--- config.mk ---
export PLATFORM = sky130hd
export DESIGN_NAME = go_back_n_sender_flat
export DESIGN_NICKNAME = d
export VERILOG_FILES = /design/src/hw/rtl/gbn_pkg.sv /design/src/hw/rtl/gbn_if.sv /design/src/hw/rtl/gbn_ram.sv /design/src/hw/rtl/gbn_ctrl.sv /design/src/hw/rtl/go_back_n_sender.sv /design/src/flat_wrapper.sv
export SDC_FILE = /design/constraint.sdc
export NUM_CORES = 2
export LEC_CHECK = 0
export ABC_AREA = 1
export BUFFER_PORTS_ARGS = -buffer_cell sky130_fd_sc_hd__buf_2
export CAP_MARGIN = 10
export CORE_AREA = 2 2 374 376
export DETAILED_ROUTE_END_ITERATION = 6
export DIE_AREA = 0 0 376 378
export PLACE_DENSITY = 0.65
export SYNTH_ARGS = -nofsm -noshare
export SYNTH_HDL_FRONTEND = slang
export SYNTH_HIERARCHICAL = 1
export SYNTH_SLANG_ARGS = --single-unit
--- constraint.sdc ---
create_clock -name clk -period 8.3 [get_ports clk]
set_input_delay 0.415 -clock clk [delete_from_list [all_inputs] [get_ports clk]]
set_output_delay 0.415 -clock clk [all_outputs]
set_load 0.01 [all_outputs]
--- src/hw/rtl/gbn_pkg.sv ---
`default_nettype none
package gbn_pkg;

	localparam int SEQ_SPACE  = 16;
	localparam int SEQ_W      = $clog2(SEQ_SPACE);
	localparam int DATA_WIDTH = 64;
	localparam int PAYLOAD_W  = 64;
	localparam int CFG_W      = 4;
	localparam int TAG_W      = 4;
	localparam int MAX_WIN    = SEQ_SPACE - 1;
	localparam logic [CFG_W-1:0] WIN_RESET = CFG_W'(4);

	localparam logic [1:0] FUNC_SEND    = 2'd0;
	localparam logic [1:0] FUNC_ACK     = 2'd1;
	localparam logic [1:0] FUNC_TIMEOUT = 2'd2;

	typedef logic [SEQ_W-1:0] seq_t;

	typedef enum logic [2:0] {
		ST_IDLE   = 3'b001,
		ST_ACK2   = 3'b010,
		ST_RESEND = 3'b100
	} state_t;

	// one result record, minus the packet data
	typedef struct packed {
		logic accepted;
		logic packet_valid;
		seq_t packet_seq;
		logic timer_stop;
		logic timer_start;
		logic [TAG_W-1:0] timer_seq;
		logic window_full;
		logic last;
		logic from_ram;
	} res_t;

	typedef struct packed {
		logic we;
		seq_t waddr;
		logic [DATA_WIDTH-1:0] wdata;
		logic re;
		seq_t raddr;
	} ram_req_t;

endpackage
`default_nettype wire

--- src/hw/rtl/gbn_if.sv ---
`default_nettype none
interface gbn_req_if;
	import gbn_pkg::*;
	logic valid;
	logic ready;
	logic [1:0] func;
	logic [PAYLOAD_W-1:0] payload;
	logic [SEQ_W-1:0] ack_number;
	logic ack_checksum_ok;
	logic [TAG_W-1:0] timer_tag;

	modport source (output valid, func, payload, ack_number, ack_checksum_ok, timer_tag,
		input ready);
	modport sink (input valid, func, payload, ack_number, ack_checksum_ok, timer_tag,
		output ready);
endinterface

interface gbn_rsp_if;
	import gbn_pkg::*;
	logic valid;
	logic ready;
	logic accepted;
	logic packet_valid;
	logic [SEQ_W-1:0] packet_seq;
	logic [PAYLOAD_W-1:0] packet_data;
	logic timer_stop;
	logic timer_start;
	logic [TAG_W-1:0] timer_seq;
	logic window_full;
	logic last;

	modport source (output valid, accepted, packet_valid, packet_seq, packet_data,
		timer_stop, timer_start, timer_seq, window_full, last, input ready);
	modport sink (input valid, accepted, packet_valid, packet_seq, packet_data,
		timer_stop, timer_start, timer_seq, window_full, last, output ready);
endinterface
`default_nettype wire

--- src/hw/rtl/gbn_ram.sv ---
`default_nettype none
module gbn_ram #(
	parameter int WIDTH = 8,
	parameter int DEPTH = 16
) (
	input  wire logic                     clk,
	input  wire logic                     we,
	input  wire logic [$clog2(DEPTH)-1:0] waddr,
	input  wire logic [WIDTH-1:0]         wdata,
	input  wire logic                     re,
	input  wire logic [$clog2(DEPTH)-1:0] raddr,
	output      logic [WIDTH-1:0]         rdata
);

	logic [WIDTH-1:0] mem_q [DEPTH];

	always_ff @(posedge clk) begin
		if (we) begin
			mem_q[waddr] <= wdata;
		end
		// hold read data when no read is issued
		if (re) begin
			rdata <= mem_q[raddr];
		end
	end

endmodule
`default_nettype wire

--- src/hw/rtl/gbn_ctrl.sv ---
`default_nettype none
module gbn_ctrl import gbn_pkg::*; (
	input  wire logic                  clk,
	input  wire logic                  arst_n,
	input  wire logic                  cfg_we,
	input  wire logic [CFG_W-1:0]      cfg_wdata,
	gbn_req_if.sink                    req,
	gbn_rsp_if.source                  rsp,
	output      ram_req_t              ram_req,
	input  wire logic [DATA_WIDTH-1:0] ram_rdata
);

	state_t state_q, state_n;
	seq_t base_q, base_n;
	seq_t next_q, next_n;
	logic full_q, full_n;
	logic [CFG_W-1:0] wsize_q;
	logic [TAG_W-1:0] tag_q, tag_n;
	seq_t ptr_q, ptr_n;
	seq_t rem_q, rem_n;

	logic s1_valid_q;
	res_t res_s1;
	logic [DATA_WIDTH-1:0] data_s1;

	logic out_valid_q;
	res_t out_res_q;
	logic [PAYLOAD_W-1:0] out_data_q;

	logic out_free, issue_ok, accept, issue;
	res_t res_n;
	logic [DATA_WIDTH-1:0] data_n;
	seq_t eff_win, outst, outst_after, ack_off, ack_next;
	logic in_range;

	assign out_free = !out_valid_q || rsp.ready;
	assign issue_ok = !s1_valid_q || out_free;
	assign req.ready = (state_q == ST_IDLE) && issue_ok;
	assign accept = req.valid && req.ready;

	always_comb begin
		if (wsize_q == '0) begin
			eff_win = seq_t'(1);
		end else if ({1'b0, wsize_q} > (CFG_W+1)'(MAX_WIN)) begin
			eff_win = seq_t'(MAX_WIN);
		end else begin
			eff_win = seq_t'(wsize_q);
		end
	end

	assign outst       = next_q - base_q;
	assign outst_after = next_q + seq_t'(1) - base_q;
	assign ack_off     = seq_t'(req.ack_number) - base_q;
	assign ack_next    = seq_t'(req.ack_number) + seq_t'(1);
	assign in_range    = req.ack_checksum_ok && (ack_off < outst);

	always_comb begin
		state_n = state_q;
		base_n  = base_q;
		next_n  = next_q;
		full_n  = full_q;
		tag_n   = tag_q;
		ptr_n   = ptr_q;
		rem_n   = rem_q;
		issue   = 1'b0;
		res_n   = '0;
		res_n.window_full = full_q;
		res_n.last = 1'b1;
		data_n  = '0;
		ram_req = '0;

		unique case (state_q)
			ST_IDLE: begin
				if (accept) begin
					issue = 1'b1;
					unique case (req.func)
						FUNC_SEND: begin
							if (!full_q) begin
								ram_req.we    = 1'b1;
								ram_req.waddr = next_q;
								ram_req.wdata = DATA_WIDTH'(req.payload);
								next_n = next_q + seq_t'(1);
								full_n = outst_after >= eff_win;
								data_n = DATA_WIDTH'(req.payload);
								res_n.accepted     = 1'b1;
								res_n.packet_valid = 1'b1;
								res_n.packet_seq   = next_q;
								if (next_q == base_q) begin
									res_n.timer_start = 1'b1;
									res_n.timer_seq   = TAG_W'(next_q);
								end
								res_n.window_full = full_n;
							end
						end
						FUNC_ACK: begin
							if (in_range) begin
								base_n = ack_next;
								full_n = 1'b0;
								res_n.timer_stop  = 1'b1;
								res_n.timer_seq   = TAG_W'(base_q);
								res_n.window_full = 1'b0;
								// restart the timer in a second transaction
								if (ack_next != next_q) begin
									res_n.last = 1'b0;
									state_n = ST_ACK2;
								end
							end
						end
						FUNC_TIMEOUT: begin
							res_n.timer_stop = 1'b1;
							res_n.timer_seq  = req.timer_tag;
							if (outst == '0) begin
								res_n.timer_start = 1'b1;
							end else begin
								ram_req.re    = 1'b1;
								ram_req.raddr = base_q;
								res_n.packet_valid = 1'b1;
								res_n.packet_seq   = base_q;
								res_n.from_ram     = 1'b1;
								res_n.timer_start  = (outst == seq_t'(1));
								res_n.last         = (outst == seq_t'(1));
								tag_n = req.timer_tag;
								ptr_n = base_q + seq_t'(1);
								rem_n = outst - seq_t'(1);
								if (outst != seq_t'(1)) begin
									state_n = ST_RESEND;
								end
							end
						end
						default: begin
						end
					endcase
				end
			end
			ST_ACK2: begin
				if (issue_ok) begin
					issue = 1'b1;
					res_n.timer_start = 1'b1;
					res_n.timer_seq   = TAG_W'(base_q);
					state_n = ST_IDLE;
				end
			end
			ST_RESEND: begin
				if (issue_ok) begin
					issue = 1'b1;
					ram_req.re    = 1'b1;
					ram_req.raddr = ptr_q;
					res_n.packet_valid = 1'b1;
					res_n.packet_seq   = ptr_q;
					res_n.from_ram     = 1'b1;
					res_n.timer_seq    = tag_q;
					res_n.timer_start  = (rem_q == seq_t'(1));
					res_n.last         = (rem_q == seq_t'(1));
					ptr_n = ptr_q + seq_t'(1);
					rem_n = rem_q - seq_t'(1);
					if (rem_q == seq_t'(1)) begin
						state_n = ST_IDLE;
					end
				end
			end
			default: begin
				state_n = ST_IDLE;
			end
		endcase
	end

	always_ff @(posedge clk or negedge arst_n) begin
		if (!arst_n) begin
			state_q     <= ST_IDLE;
			base_q      <= '0;
			next_q      <= '0;
			full_q      <= 1'b0;
			wsize_q     <= WIN_RESET;
			tag_q       <= '0;
			ptr_q       <= '0;
			rem_q       <= '0;
			s1_valid_q  <= 1'b0;
			out_valid_q <= 1'b0;
		end else begin
			state_q <= state_n;
			base_q  <= base_n;
			next_q  <= next_n;
			full_q  <= full_n;
			tag_q   <= tag_n;
			ptr_q   <= ptr_n;
			rem_q   <= rem_n;
			if (cfg_we) begin
				wsize_q <= cfg_wdata;
			end
			if (issue_ok) begin
				s1_valid_q <= issue;
			end
			if (out_free) begin
				out_valid_q <= s1_valid_q;
			end
		end
	end

	// read data stays on the RAM port until the record in s1 moves on
	always_ff @(posedge clk) begin
		if (issue) begin
			res_s1  <= res_n;
			data_s1 <= data_n;
		end
		if (out_free && s1_valid_q) begin
			out_res_q <= res_s1;
			if (!res_s1.packet_valid) begin
				out_data_q <= '0;
			end else if (res_s1.from_ram) begin
				out_data_q <= PAYLOAD_W'(ram_rdata);
			end else begin
				out_data_q <= PAYLOAD_W'(data_s1);
			end
		end
	end

	assign rsp.valid        = out_valid_q;
	assign rsp.accepted     = out_res_q.accepted;
	assign rsp.packet_valid = out_res_q.packet_valid;
	assign rsp.packet_seq   = out_res_q.packet_seq;
	assign rsp.packet_data  = out_data_q;
	assign rsp.timer_stop   = out_res_q.timer_stop;
	assign rsp.timer_start  = out_res_q.timer_start;
	assign rsp.timer_seq    = out_res_q.timer_seq;
	assign rsp.window_full  = out_res_q.window_full;
	assign rsp.last         = out_res_q.last;

endmodule
`default_nettype wire

--- src/hw/rtl/go_back_n_sender.sv ---
// channel   dir  handshake     payload
// req       in   valid/ready   func, payload, ack_number, ack_checksum_ok, timer_tag
// rsp       out  valid/ready   accepted, packet_*, timer_*, window_full, last
// cfg       in   cfg_we        cfg_wdata -> window_size
//
// Send, rejected ack and unknown events: one response. Accepted ack: one response, two if
// the timer is restarted. Timeout: max(1, outstanding) responses, one packet store read
// per resent packet through the single RAM read port.
// Reset clears window base, next sequence, full flag and window size (4); the packet
// store is not cleared. A stalled rsp holds the output register and the read stage.
`default_nettype none
module go_back_n_sender import gbn_pkg::*; (
	input  wire logic             clk,
	input  wire logic             arst_n,
	input  wire logic             cfg_we,
	input  wire logic [CFG_W-1:0] cfg_wdata,
	gbn_req_if.sink               req,
	gbn_rsp_if.source             rsp
);

	ram_req_t ram_req;
	logic [DATA_WIDTH-1:0] ram_rdata;

	gbn_ctrl u_ctrl (
		.clk       (clk),
		.arst_n    (arst_n),
		.cfg_we    (cfg_we),
		.cfg_wdata (cfg_wdata),
		.req       (req),
		.rsp       (rsp),
		.ram_req   (ram_req),
		.ram_rdata (ram_rdata)
	);

	gbn_ram #(
		.WIDTH (DATA_WIDTH),
		.DEPTH (SEQ_SPACE)
	) u_store (
		.clk   (clk),
		.we    (ram_req.we),
		.waddr (ram_req.waddr),
		.wdata (ram_req.wdata),
		.re    (ram_req.re),
		.raddr (ram_req.raddr),
		.rdata (ram_rdata)
	);

`ifndef SYNTHESIS
	a_no_rw_same_cycle: assert property (@(posedge clk) disable iff (!arst_n)
		!(ram_req.we && ram_req.re))
		else $error("packet store read and written in one cycle");

	a_write_only_on_send: assert property (@(posedge clk) disable iff (!arst_n)
		ram_req.we |-> (req.valid && req.ready && req.func == FUNC_SEND))
		else $error("packet store written without a send transaction");

	a_data_zero_no_pkt: assert property (@(posedge clk) disable iff (!arst_n)
		(rsp.valid && !rsp.packet_valid) |-> (rsp.packet_data == '0))
		else $error("packet data set without a packet");

	// resent packets carry the timer tag on every transaction of the burst
	a_tseq_zero_no_timer: assert property (@(posedge clk) disable iff (!arst_n)
		(rsp.valid && !rsp.packet_valid && !rsp.timer_stop && !rsp.timer_start)
		|-> (rsp.timer_seq == '0))
		else $error("timer tag set without a timer request");
`endif

endmodule
`default_nettype wire

--- src/flat_wrapper.sv ---
// flat-port wrapper written by rule: the top's interface ports become plain ports
module go_back_n_sender_flat import gbn_pkg::*;
  (clk, arst_n, cfg_we, cfg_wdata, req_valid, req_func, req_payload, req_ack_number, req_ack_checksum_ok, req_timer_tag, req_ready, rsp_valid, rsp_accepted, rsp_packet_valid, rsp_packet_seq, rsp_packet_data, rsp_timer_stop, rsp_timer_start, rsp_timer_seq, rsp_window_full, rsp_last, rsp_ready);
  gbn_req_if req_i ();
  gbn_rsp_if rsp_i ();
  input  wire logic clk;
  input  wire logic arst_n;
  input  wire logic cfg_we;
  input  wire logic [CFG_W-1:0] cfg_wdata;
  input wire logic [$bits(req_i.valid)-1:0] req_valid;
  input wire logic [$bits(req_i.func)-1:0] req_func;
  input wire logic [$bits(req_i.payload)-1:0] req_payload;
  input wire logic [$bits(req_i.ack_number)-1:0] req_ack_number;
  input wire logic [$bits(req_i.ack_checksum_ok)-1:0] req_ack_checksum_ok;
  input wire logic [$bits(req_i.timer_tag)-1:0] req_timer_tag;
  output wire logic [$bits(req_i.ready)-1:0] req_ready;
  output wire logic [$bits(rsp_i.valid)-1:0] rsp_valid;
  output wire logic [$bits(rsp_i.accepted)-1:0] rsp_accepted;
  output wire logic [$bits(rsp_i.packet_valid)-1:0] rsp_packet_valid;
  output wire logic [$bits(rsp_i.packet_seq)-1:0] rsp_packet_seq;
  output wire logic [$bits(rsp_i.packet_data)-1:0] rsp_packet_data;
  output wire logic [$bits(rsp_i.timer_stop)-1:0] rsp_timer_stop;
  output wire logic [$bits(rsp_i.timer_start)-1:0] rsp_timer_start;
  output wire logic [$bits(rsp_i.timer_seq)-1:0] rsp_timer_seq;
  output wire logic [$bits(rsp_i.window_full)-1:0] rsp_window_full;
  output wire logic [$bits(rsp_i.last)-1:0] rsp_last;
  input wire logic [$bits(rsp_i.ready)-1:0] rsp_ready;
  assign req_i.valid = req_valid;
  assign req_i.func = req_func;
  assign req_i.payload = req_payload;
  assign req_i.ack_number = req_ack_number;
  assign req_i.ack_checksum_ok = req_ack_checksum_ok;
  assign req_i.timer_tag = req_timer_tag;
  assign req_ready = req_i.ready;
  assign rsp_valid = rsp_i.valid;
  assign rsp_accepted = rsp_i.accepted;
  assign rsp_packet_valid = rsp_i.packet_valid;
  assign rsp_packet_seq = rsp_i.packet_seq;
  assign rsp_packet_data = rsp_i.packet_data;
  assign rsp_timer_stop = rsp_i.timer_stop;
  assign rsp_timer_start = rsp_i.timer_start;
  assign rsp_timer_seq = rsp_i.timer_seq;
  assign rsp_window_full = rsp_i.window_full;
  assign rsp_last = rsp_i.last;
  assign rsp_i.ready = rsp_ready;
  go_back_n_sender u_core (.clk(clk), .arst_n(arst_n), .cfg_we(cfg_we), .cfg_wdata(cfg_wdata), .req(req_i), .rsp(rsp_i));
endmodule
### Word-level counts from Yosys, hierarchy flattened

Memory sizes are Yosys's and may differ from the RTL's. A register that Yosys moved wholly into a read port is not among the register bits.
Index checks and enable logic that the tools add are counted.

* reductions and logical operators: 23
* shift-type cells: 0
* multiplexer cells: 61
* magnitude comparators: 2
* eq/ne operators: 22
* divide/modulo/power cells: 0
* multiply operators: 0
* $add $sub $neg: 9
* bitwise operators: 5

Operators by type and width (count)
* $mux 69: 3
* $mux 74: 1
* $mux 64: 1
* $mux 4: 9
* $mux 5: 6
* $pmux 5 s2: 3
* $mux 3: 8
* $mux 6: 3
* $add 4x1->4 const B: 4
* $pmux 4 s2: 2
* $reduce_and 4->1: 4
* $pmux 5 s3: 1
* $mux 14: 1
* $ne 2x2->1 const B: 6
* $ne 3x3->1 const B: 4
* $pmux 1 s2: 6
* $pmux 4 s3: 1
* $sub 4x4->4: 3
* $mux 1: 11
* $pmux 3 s3: 1
* $reduce_and 9->1: 1
* $eq 4x1->1 const B: 2
* $logic_not 4->1: 2
* $sub 4x1->4 const B: 2
* 26 further kinds: 37

* logic and storage cells: 152
* bits in writable memories: 1024
* output and inout bits: 80
* memories: 1
* latch bits: 0
* bits of input ports: 84
* flip-flop bits (word level): 187
* memory bits (read-only): 0

Memory list
* u_core.u_store.mem_q: words 16, width 64, read ports 1, clocked after Yosys merged registers in 1, write ports 1, line gbn_ram.sv:15 `logic [WIDTH-1:0] mem_q [DEPTH];`

### Depth between registers and ports, before layout

* depth in word-level cells: 9
* gate-level depth with buffers: 23
* mapped depth without buffers: 20

### Hierarchy

The synthesis kept the hierarchy.

By module, submodules not included
* gbn_ram: area an instance 45926.5 um^2, cells an instance 4210, sequential area each 32671.3 um^2, instances 1
* gbn_ctrl: area an instance 8998.6 um^2, cells an instance 944, sequential area each 5467.7 um^2, instances 1

### Least setup slack after synthesis

No wires, ideal clock.

* kind: register to register
* start point: register u_core.u_ctrl.state_q[2]
* end point: register u_core.u_ctrl.data_s1[0], enable pin
* cell stages (with the launch flop): 6
* arrival time: 6236 ps
* data required time: 7675 ps
* setup time: 625 ps
* path slack: 1439 ps
* period minus slack after synthesis: 6861 ps
* path buffers: 0
* cell sequence: dfrtp_1 nor2_1 nand2_1 nand2_1 inv_1 o21ai_0

* longest elaborated chain between the ends: 5
* elaborated cells between the ends (all ways): 8
* those cells by class: 3 x eq/ne; 2 x mux; 3 x reduce/logical

RTL lines
* from (decl): line gbn_ctrl.sv:13 `state_t state_q, state_n;`
* from (signal assigned): line gbn_ctrl.sv:180 `state_q <= state_n;`
* $eq 3x1->1: line gbn_ctrl.sv:38, gbn_ctrl.sv:72
* $logic_and 1x1->1: line gbn_ctrl.sv:38 `assign req.ready = (state_q == ST_IDLE) && issue_ok;`
* $logic_and 1x1->1: line gbn_ctrl.sv:39 `assign accept = req.valid && req.ready;`
* $mux 1: line gbn_ctrl.sv:74 `if (accept) begin`
* $pmux 1 s2 *: line gbn_ctrl.sv:72 `unique case (state_q)`
* via u_core.u_ctrl.issue: line gbn_ctrl.sv:30 `logic out_free, issue_ok, accept, issue;`
* to (signal assigned): line gbn_ctrl.sv:203 `data_s1 <= data_n;`
* to (decl): line gbn_ctrl.sv:24 `logic [DATA_WIDTH-1:0] data_s1;`

The timed path passes the listed nets; every way through them passes the cells marked *.
A chain may end at the register's enable or synchronous reset.

==> flow_summary.ini <==
[synth]
ys_seq_area_share_pct = 69.4
ys.flop_type = edfxtp_1
synth_top_family_by_area = simple AND/OR/NAND/NOR gates
yosysWarningCount = 6
synth_cell_types = 43
muxShareOfSynthArea_pct = 0
synth_area_sq_um = 54900
synthTopCellsByArea = edfxtp_1, nand2_1, nand3_1
synth_top_area_cell = edfxtp_1
yosys.area.top_type_share_pct = 68.1
syn_inst = 5154
synthAdderAreaFrac_pct = 0.702
synth_xor_area_share_pct = 0.282
synth_compound_gate_area_share_pct = 1.31
synthSimpleGateAreaFrac_pct = 19.3
async_flop_share_pct = 2.35
ys_ff_latch = 1275
avgSynthCellArea_sq_um = 10.7
synth_nets = 5267
synth_edf_count = 1245

[pwr]
peakVddDrop_v = 0.000194
finalPower_mw = 16.8
p_per_area_nw_per_um2 = 272
p_leak_nw = 26.0

[global_route]
grt_pass1_wl_mm = 208
antenna_found_initial = 1
overflow = 0
grtUsageTotal_pct = 19.4
grt_pass1_vias = 34700
grt_max_degree = 283

[cells_and_area]
nets = 5429
n_antenna_cell = 0
drive_gt1_share_pct = 7.94
area_growth_pct = 12.6

[floorplan]
dieArea_sq_um = 142000
core_region_area_sq_um = 139000
die_h_um = 378
ios = 164
floorplan.initialDensity_pct = 39.7
num_rows = 137
die_w_um = 376

[sta]
hold_violations = 0
worst_pin_slew_ns = 1.30
whs_ns = 0.0353
setup_viol = 0
clock_skew_ns = 0.0245
fmax_mhz = 172
fin_crit_sh_pct = 70.2
slew_violations = 0
rsz0062_at_grt = no
period_minus_slack_ns = 5.82
tns_ns = 0
relSlewSlack_pct = 13.4

[place]
place.gp.congestion = 0.830
post-dp-hpwl_mm = 67.8
io_buffers = 163

[cts]
cts.htree.levels = 4
cts_root_buffer = clkbuf_16
clk_latency_ns = 0.76
cts_resized = 0
cts_tree = built
cts.sinks = 1275
cts-buffers-inserted = 133
path_clk_slew_ns = 0.06
cts_buffer_depth = 3

[run]
maxCapViolCount = 0

[detailed_routing]
vias_per_cell = 5.01
drt-total-wl_mm = 139
drt-initial-drc-count = 3773
postRouteAntennaNets = 0
route.detailed.drc = 0
firstDrtPassIters = 6
wl_per_cell_um = 19.3
vias = 36200

[worst_setup_path]
critPathTopFamily = buffers and inverters
worstSetupPathType = flip-flop to flip-flop
ff2ff_setup_slack_ns = 2.48
critPathMaxFanout = 229
required_ns = 8.79
worst-path-buf-inv = 7
cp_common_cell = inv_1
worst_path_max_delay_cell = buf_12
cp.arrival_ns = 6.32
worst_setup_path_start_kind = flip-flop
cp-end-kind = flip-flop
path_cells = inv_1 -> ha_1 -> inv_1 -> fa_1 -> inv_1 -> ha_1 -> inv_1 -> nor2_1 -> nand2_2 -> nand2_2 -> nand2_4 -> inv_2 -> nor2_4 -> buf_12 -> buf_12 -> nand2_1 -> nand3_1 -> nand3_1 -> nand3_1 -> nand2_1
slowest_delay_ns = 0.81

[status]
outcome = completed

[min_path]
hold_path.class = primary input to flip-flop
-- cells in the final DEF (no fill, tap or decap), types with 8 or more instances in the layout --
master,n
nor2_4,18
dlygate4sd3_1,61
edfxtp_1,1245
buf_4,46
ha_1,26
buf_2,163
clkbuf_16,134
nor2_1,283
inv_1,899
a21oi_1,12
clkinv_1,22
nand2_1,1436
xor2_1,8
clkinv_2,16
inv_6,10
clkbuf_1,45
nand3_1,785
o21ai_0,100
dfrtp_1,28
-- per-layer routing --
metal	GRT usage, %	vias up	share of wire, %
li1	-	17000	-
met1	25.2	17500	41
met2	33.1	1359	49
met3	2.79	249	7.0
met4	6.89	0	2.8
met5	0	-	0
-- registers in the layout, summed over array words and instances, names as in the netlist, 3 cells and up --
signal and cells:
u_core/u_store/mem_q 1024, u_core/u_ctrl/rsp.timer_seq 4, u_core/u_ctrl/base_q 4, u_core/u_ctrl/res_s1 15, u_core/u_ctrl/rem_q 4, u_core/u_store/rdata 64
u_core/u_ctrl/wsize_q 4, u_core/u_ctrl/tag_q 4, u_core/u_ctrl/ptr_q 4, u_core/u_ctrl/rsp.packet_data 64, u_core/u_ctrl/state_q 3, u_core/u_ctrl/data_s1 64
u_core/u_ctrl/next_q 4, u_core/u_ctrl/rsp.packet_seq 4
-- logic make-up (layout without fill, tap and decap cells) --
group / after synthesis / after routing
XOR/XNOR: 16 / 16
AND/OR/NAND/NOR: 2541 / 2541
AO/OA/AOI/OAI: 135 / 135
flip-flops: 1275 / 1275
buffers and inverters: 1158 / 1423
adder cells (fa/ha/maj): 29 / 29
-- synthesized netlist by cell type (12+ instances only) --
cell type,n
inv_1,900
dfrtp_1,28
edfxtp_1,1245
a21oi_1,13
clkbuf_1,45
nand2_1,1436
o21ai_0,102
nor2_1,300
buf_2,127
buf_6,48
buf_1,12
ha_1,26
buf_4,17
nand3_1,785
-- stage by stage --
stage	instances	area (sq um)	worst slack, ns	utilization [%]
after global routing	7226	61800	2.02	44.7
after CTS	7226	61800	2.42	44.7
after detailed placement	6927	57200	2.47	41.3
after global placement	6927	57200	2.59	41.3
after floorplan	5154	54900	1.44	-
final	7226	61800	2.48	44.7
-- final cells by class --
cell class / instances / area [sq um]
clock buffers: 180 / 3540
inverters: 908 / 3440
well taps: 1807 / 2260
clock inverters: 58 / 531
flip-flops and latches: 1275 / 38100
fillers: 12500 / 76700
multi-input cells: 2721 / 12000
repair buffers: 277 / 1910
-- where the power goes --
part           leakage [nW]  internal [mW]  switching, mW  total (mW)
Combinational          12.1          0.957           2.32        3.27
Clock                  1.97           3.22           2.44        5.66
Sequential             11.9           7.71          0.167        7.88
-- tightest hold or removal path: stages --
cell	delay [ns]
buf_2	0.09
inv_1	0.08
nor2_1	0.10
-- what timing repair did --
action	in CTS	in global routing
setup buffers	0	0
hold endpoints to repair	80	0
hold buffers	61	0
-- worst paths after layout --
| kind | from | end | depth (start not counted) |
|---|---|---|---|
| worst min register to register | u_core/u_ctrl/res_s1[6] | u_core/u_ctrl/rsp.timer_seq[3] | 0 |
| worst max register to register | u_core/u_ctrl/next_q[0] | u_core/u_store/rdata[16] | 20 |
| min in group asynchronous | arst_n | u_core/u_ctrl/base_q[3] | 2 |
| worst min-delay path | req_payload[27] | u_core/u_ctrl/data_s1[27] | 3 |
| worst max-delay path | u_core/u_ctrl/next_q[0] | u_core/u_store/rdata[16] | 20 |
| max in group asynchronous | arst_n | u_core/u_ctrl/ptr_q[0] | 2 |
No activity file was read; power rests on OpenSTA's default activity.
